<file path="src/sa_pkg.sv">
// Shared types and constants for the stable argsort block.
// Used by sa_cell and stable_argsort_top; depends on nothing.
`default_nettype none

package sa_pkg;

  // width of an arrival index on the result side
  localparam int unsigned IDX_W = 6;

  // result tdata: arrival index, zero-filled to a whole byte
  localparam int unsigned OUT_TDATA_W = 8;

  // per-cycle command broadcast to every cell of the chain
  typedef struct packed {
    logic load;        // insert the incoming key this cycle
    logic drain;       // shift the chain toward cell 0 by one place
    logic descending;  // sort direction for the compare
  } cell_ctl_t;

endpackage

`default_nettype wire

</file>
<file path="src/sa_cell.sv">
// One cell of the insertion chain: holds one key and its arrival index.
// Depends on sa_pkg for the control struct and the index width.
`default_nettype none

module sa_cell #(
  parameter int unsigned KEY_WIDTH = 32
) (
  input  wire logic                        clk,
  input  wire sa_pkg::cell_ctl_t           ctl,
  input  wire logic                        occ,       // this cell holds a stored key
  input  wire logic signed [KEY_WIDTH-1:0] new_key,
  input  wire logic [sa_pkg::IDX_W-1:0]    new_idx,
  input  wire logic signed [KEY_WIDTH-1:0] prev_key,  // from the cell one rank lower
  input  wire logic [sa_pkg::IDX_W-1:0]    prev_idx,
  input  wire logic                        prev_ins,
  input  wire logic signed [KEY_WIDTH-1:0] next_key,  // from the cell one rank higher
  input  wire logic [sa_pkg::IDX_W-1:0]    next_idx,
  output logic signed [KEY_WIDTH-1:0]      key,
  output logic [sa_pkg::IDX_W-1:0]         idx,
  output logic                             ins
);

  logic signed [KEY_WIDTH-1:0]   key_r, key_nxt;
  logic [sa_pkg::IDX_W-1:0]      idx_r, idx_nxt;
  logic                          hit;

  // new key lands at or below this cell: empty cell, or stored key ranks after it.
  // Equal keys never move, so later arrivals stay behind earlier ones.
  assign hit = !occ || (ctl.descending ? (key_r < new_key) : (key_r > new_key));

  // cell moves once any lower cell has taken the insert point, so the upper part of
  // the chain shifts as a block even after a direction change within a run
  assign ins = prev_ins || hit;

  // insert: first moving cell takes the new key, the rest take their lower neighbor
  always_comb begin
    key_nxt = key_r;
    idx_nxt = idx_r;
    priority if (ctl.load && ins) begin
      key_nxt = prev_ins ? prev_key : new_key;
      idx_nxt = prev_ins ? prev_idx : new_idx;
    end else if (ctl.drain) begin
      key_nxt = next_key;
      idx_nxt = next_idx;
    end
  end

  always_ff @(posedge clk) begin
    key_r <= key_nxt;
    idx_r <= idx_nxt;
  end

  assign key = key_r;
  assign idx = idx_r;

endmodule

`default_nettype wire

</file>
<file path="config.mk">
export PLATFORM = sky130hd
export DESIGN_NAME = sa_cell
export DESIGN_NICKNAME = d
export VERILOG_FILES = /design/src/sa_pkg.sv /design/src/sa_cell.sv
export SDC_FILE = /design/constraint.sdc
export NUM_CORES = 1
export LEC_CHECK = 0
export BUFFER_PORTS_ARGS = -buffer_cell sky130_fd_sc_hd__buf_2
export CAP_MARGIN = 20
export CORE_AREA = 3 3 99 101
export CTS_CLUSTER_SIZE = 8
export DETAILED_ROUTE_END_ITERATION = 16
export DIE_AREA = 0 0 102 104
export PLACE_DENSITY = 0.57
export SLEW_MARGIN = 20
export SYNTH_ARGS = -nofsm -noshare
export SYNTH_HDL_FRONTEND = slang
export SYNTH_SLANG_ARGS = --single-unit
</file>
<file path="constraint.sdc">
create_clock -name clk -period 4.23 [get_ports clk]
set_clock_uncertainty 0.2 [all_clocks]
set_input_delay 0.423 -clock clk [delete_from_list [all_inputs] [get_ports clk]]
set_output_delay 0.423 -clock clk [all_outputs]
set_load 0.005 [all_outputs]
</file>
[After elaboration in Yosys (flattened, before gate mapping)]
Cells that the tools add are included.
W data, S select, Z words.
Cells by class
  order comparisons: 2
  muxes and demuxes: 7
  reductions and logical operators: 5
Operators with widths (count)
  $mux W32: 3
  $gt A32 B32 Y1: 1
  $lt A32 B32 Y1: 1
  $mux W6: 3
  $logic_or A1 B1 Y1: 2
  $reduce_bool A2 Y1: 1
  $logic_and A1 B1 Y1: 1
  $logic_not A1 Y1: 1
  $mux W1: 1
Storage, ports and cells
  bits in registers: 38
  input bits: 120
  output and inout port bits: 39
  logic and storage cells: 16

[Logic depth before layout (Yosys ltp)]
  word-level depth: 6
  mapped depth: 11
  depth with buffers taken out: 9

[Worst setup path before layout]
Ideal clock, no wire load.
  path kind: input to register
  start point: input new_key[23]
  end point: register idx_r (netlist bit idx[0]), enable pin
  library setup time: 0.397 ns
  arrival time: 3.252 ns
  data required time: 3.633 ns
  setup slack: 0.381 ns
  stages on the path: 11
  buffers on the path: 2
  cells stage by stage: inv_1 > ha_1 > a21oi_1 > o21ai_0 > a221oi_1 > nor2_1 > a31oi_4 > mux2i_2 > buf_6 > buf_8 > or2_1
On the way
  longest elaborated chain between the ends: 6
  elaborated cells on any way between the ends: 7
  classes of those cells: order compare (2); mux (1); reduce/logical (4)
Ends and longest elaborated chain
  start, declared: RTL line sa_cell.sv:11  | input wire logic signed [KEY_WIDTH-1:0] new_key,
  $gt A32 B32 Y1 or $lt A32 B32 Y1 (tied branches): RTL line sa_cell.sv:29  | assign hit = !occ || (ctl.descending ? (key_r < new_key) : (key_r > new_key));
  $mux W1 (*): RTL line sa_cell.sv:29
  $logic_or A1 B1 Y1 (*): RTL line sa_cell.sv:29
  $logic_or A1 B1 Y1 (*): RTL line sa_cell.sv:33  | assign ins = prev_ins || hit;
  $logic_and A1 B1 Y1 (*): RTL line sa_cell.sv:39  | priority if (ctl.load && ins) begin
  $reduce_bool A2 Y1 (no line) (*)
  end signal, assigned: RTL line sa_cell.sv:50  | idx_r <= idx_nxt;
  end, declared: RTL line sa_cell.sv:24  | logic [sa_pkg::IDX_W-1:0] idx_r, idx_nxt;
Every way passes the cells marked *; elsewhere a longest branch is shown, timed or not.
A chain may end at the register's enable or synchronous reset.

[Final worst setup path]
  start point: register key_r[14] (netlist: key[14])
  end point: register key_r[13] (netlist: key[13]), enable pin
On the way
  longest elaborated chain between the ends: 6
  elaborated cells on any way between the ends: 7
  classes of those cells: order compare (2); mux (1); reduce/logical (4)
Ends and longest elaborated chain
  start, declared: RTL line sa_cell.sv:23  | logic signed [KEY_WIDTH-1:0] key_r, key_nxt;
  start signal, assigned: RTL line sa_cell.sv:49  | key_r <= key_nxt;
  $gt A32 B32 Y1 or $lt A32 B32 Y1 (tied branches): RTL line sa_cell.sv:29
  $mux W1 (*): RTL line sa_cell.sv:29
  $logic_or A1 B1 Y1 (*): RTL line sa_cell.sv:29
  $logic_or A1 B1 Y1 (*): RTL line sa_cell.sv:33
  $logic_and A1 B1 Y1 (*): RTL line sa_cell.sv:39
  $reduce_bool A2 Y1 (no line) (*)
Marks and branches as above.

==> results by group <==
Die
  • Die area: 0.0106 mm²
  • Die height: between 100 and 150 µm
  • Starting density of the core: ~32%
  • Num ports: 159
  • Row Count: 35
  • Area of the core: ~0.0091 mm²
  • Die Wd: 102 µm

Global route
  • GR Overflow Total: 0
  • Total track usage: between 10% and 20%
  • Vias in the first global route: about 2600
  • Initial antenna violation count: 0
  • First-pass GRT wire length: 11800 µm
  • Pin count of the biggest net entering global routing: 70

CTS
  • Worst-Skew Late Latency: ~0.28 ns
  • CTS clk-pin slew, worst paths: approximately 0.080 ns
  • CTS tree: built
  • Setup Buffers After CTS: 0
  • Post-CTS sizing: 0
  • TritonCTS buffer count: 5
  • Post-CTS Hold Fix Bufs: 0
  • Clk buf depth: 2
  • Clock root buffer: clkbuf_8
  • CTS H-Tree Depth: 2
  • Clk sink count: 38

Placed design
  • GPL Wtd Cong: 0.766
  • PortBufs: between 150 and 200
  • HPWL after DPL: roughly 6000 µm
  • Placed insts: 542

Setup path
  • Crit-path max cell delay: 0.42 ns
  • Crit Path Max Fanout: 38
  • Crit path cell chain: ha_1 > nand4_1 > nor4_2 > a21boi_2 > o311ai_2 > a31oi_4 > mux2i_4 > buf_4 > or2_2 > buf_12
  • R2R setup slack: 0.61 ns
  • CP arrival: 3.39 ns
  • CP max-delay cell: nor4_2
  • Setup CP Type: register to register
  • CP Launch Type: register
  • Crit path capture type: register
  • Critical path required time: roughly 4.0 ns

Timing
  • Max Fclk: 276 MHz
  • Hold slack: approximately 0.24 ns
  • Max-slew violations: 0
  • Final Setup Violations: 0
  • Max-Slew Margin vs Limit: 59.4%
  • Period utilization: 85.7%
  • RSZ-0062 raised after global routing: false
  • Worst-margin pin slew: 0.610 ns
  • Fin. Hold Viols: 0
  • Fin Setup TNS: 0 ns
  • Min Tclk post-route: 3.62 ns

Synth
  • Most frequent cells after synthesis: 38 x edfxtp_1, 38 x nand2_1, 36 x mux2_2, 36 x o21ai_0
  • Number of flops mapped to enable cells by yosys: 38
  • Mean post-synth cell area: 10.4 µm²
  • Sequential cell area fraction in the yosys report: 39.1%
  • Top cells by area, synth: edfxtp_1 39%, mux2_2 14%, ha_1 14%, o21ai_0 6.2%, nand2_1 4.9%
  • Leading area contributor after synthesis: edfxtp_1
  • Register bit count reported by yosys: 38
  • Synthesized net count: approximately 430
  • Post-synth top area share: 39.1%
  • Fraction of registers with async set/reset: 0%
  • Gate count of the mapped netlist: 280
  • Top_reg_cell synth: edfxtp_1
  • Cell Area, Synth: 0.00292 mm²
  • YS warnings: 0
  • Count of cell types in the netlist: 32

Finish
  • Multi-input logic area: 0.00159 mm²
  • Area growth from synthesis to layout: 34.2%
  • Finished Layout Cells: between 500 and 600
  • Fraction of layout cells with a size suffix above 1: 50.1%
  • Ant. Diodes: 0
  • Final core utilization: 43.0%
  • Fill count: a little over 900
  • Sequential Area: 0.00114 mm²
  • Nets: a little under 600

Detailed routing
  • Routed length per instance: 13.6 µm
  • Final wirelength: 7470 µm
  • Initial DRC count: 46
  • Drc violations: 0
  • Post-route ant nets: 0
  • Drt first pass iters: 4
  • DR vias/cell: between 4 and 5
  • Vias: around 2600

Job
  • Maxcap violations: 0

Power and ir drop
  • PD cells: 334 mW/mm²
  • Leak pwr: 1.94 nW
  • Worst VDD drop: 120 µV

Status
  • Status: finished clean

Hold path
  • Worst hold-check path type: input pin to register
final timing paths:
check,startpoint,cells after the start,endpoint
hold reg to reg,key[31],5,key[24]
hold / removal,next_key[25],2,key[25]
setup / recovery,key[14],10,key[13]
setup reg to reg,key[14],10,key[13]
cell usage in the layout (no fill, tap or decap), types with 3 or more instances in the layout:
master,netlist,routed
inv_1,32,32
a21oi_1,12,12
nor3_1,3,3
ha_1,32,32
o21ai_0,36,36
nand3_1,4,4
buf_2,0,158
buf_4,2,4
nor2_1,5,5
clkbuf_8,0,5
nand2_1,38,38
edfxtp_1,38,38
nand4_1,5,5
mux2_2,36,36
a21o_1,3,3
mux2_4,9,9
state kept, by name (all words and copies together), names as in the netlist:
| name | flops |
|---|---|
| key | 32 |
| idx | 6 |
through the flow:
| stage | worst slack (ns) | total power, mW | area (µm²) |
|---|---|---|---|
| final | 0.606 | 1.31 | 3920 |
| after detailed placement | 0.437 | 1.09 | 3830 |
| after floorplan | 0.381 | 0.881 | 2920 |
| after CTS | 0.535 | 1.33 | 3920 |
| after global routing | 0.335 | 1.41 | 3920 |
| after global placement | 0.533 | 1.08 | 3830 |
layer usage:
layer  GRT usage (%)  wire [µm]  vias up
met5               0          0        -
li1                -          -     1327
met2            23.4       3550       89
met4            2.53         34        0
met1            17.6       3270     1133
met3            3.62        606        2
kinds of logic (layout without fill, tap and decap cells):
family	count (synthesis)	after routing	synth area share (%)
and+or+nand+nor	62	62	9.70
AOI/OAI and AO/OA	58	58	11.9
muxes	46	46	19.0
buffers and inverters	44	203	6.56
DFF	38	38	39.1
adders and majority gates	32	32	13.7
area by class of cell:
type / instances / area share (%)
Clock buffer: 6 / 1.85
Clock inverter: 2 / 0.224
Inverter: 32 / 3.07
Multi-Input combinational cell: 198 / 40.7
Sequential cell: 38 / 29.1
Tap cell: 111 / 3.55
Timing Repair Buffer: 163 / 21.5
worst max-delay path, delay by kind of cell (launching register included):
kind / cells / cell delay [ns]
and+or+nand+nor: 3 / 0.74
adders and majority gates: 1 / 0.33
DFF: 1 / 0.41
AOI/OAI and AO/OA: 3 / 0.67
buffers and inverters: 2 / 0.51
muxes: 1 / 0.42
power breakdown:
part | internal (mW) | switching (mW)
combinational | 0.271 | 0.243
clock | 0.113 | 0.125
sequential | 0.518 | 0.0386
total | 0.902 | 0.407
Note: power is estimated with default switching activity, not from simulation.
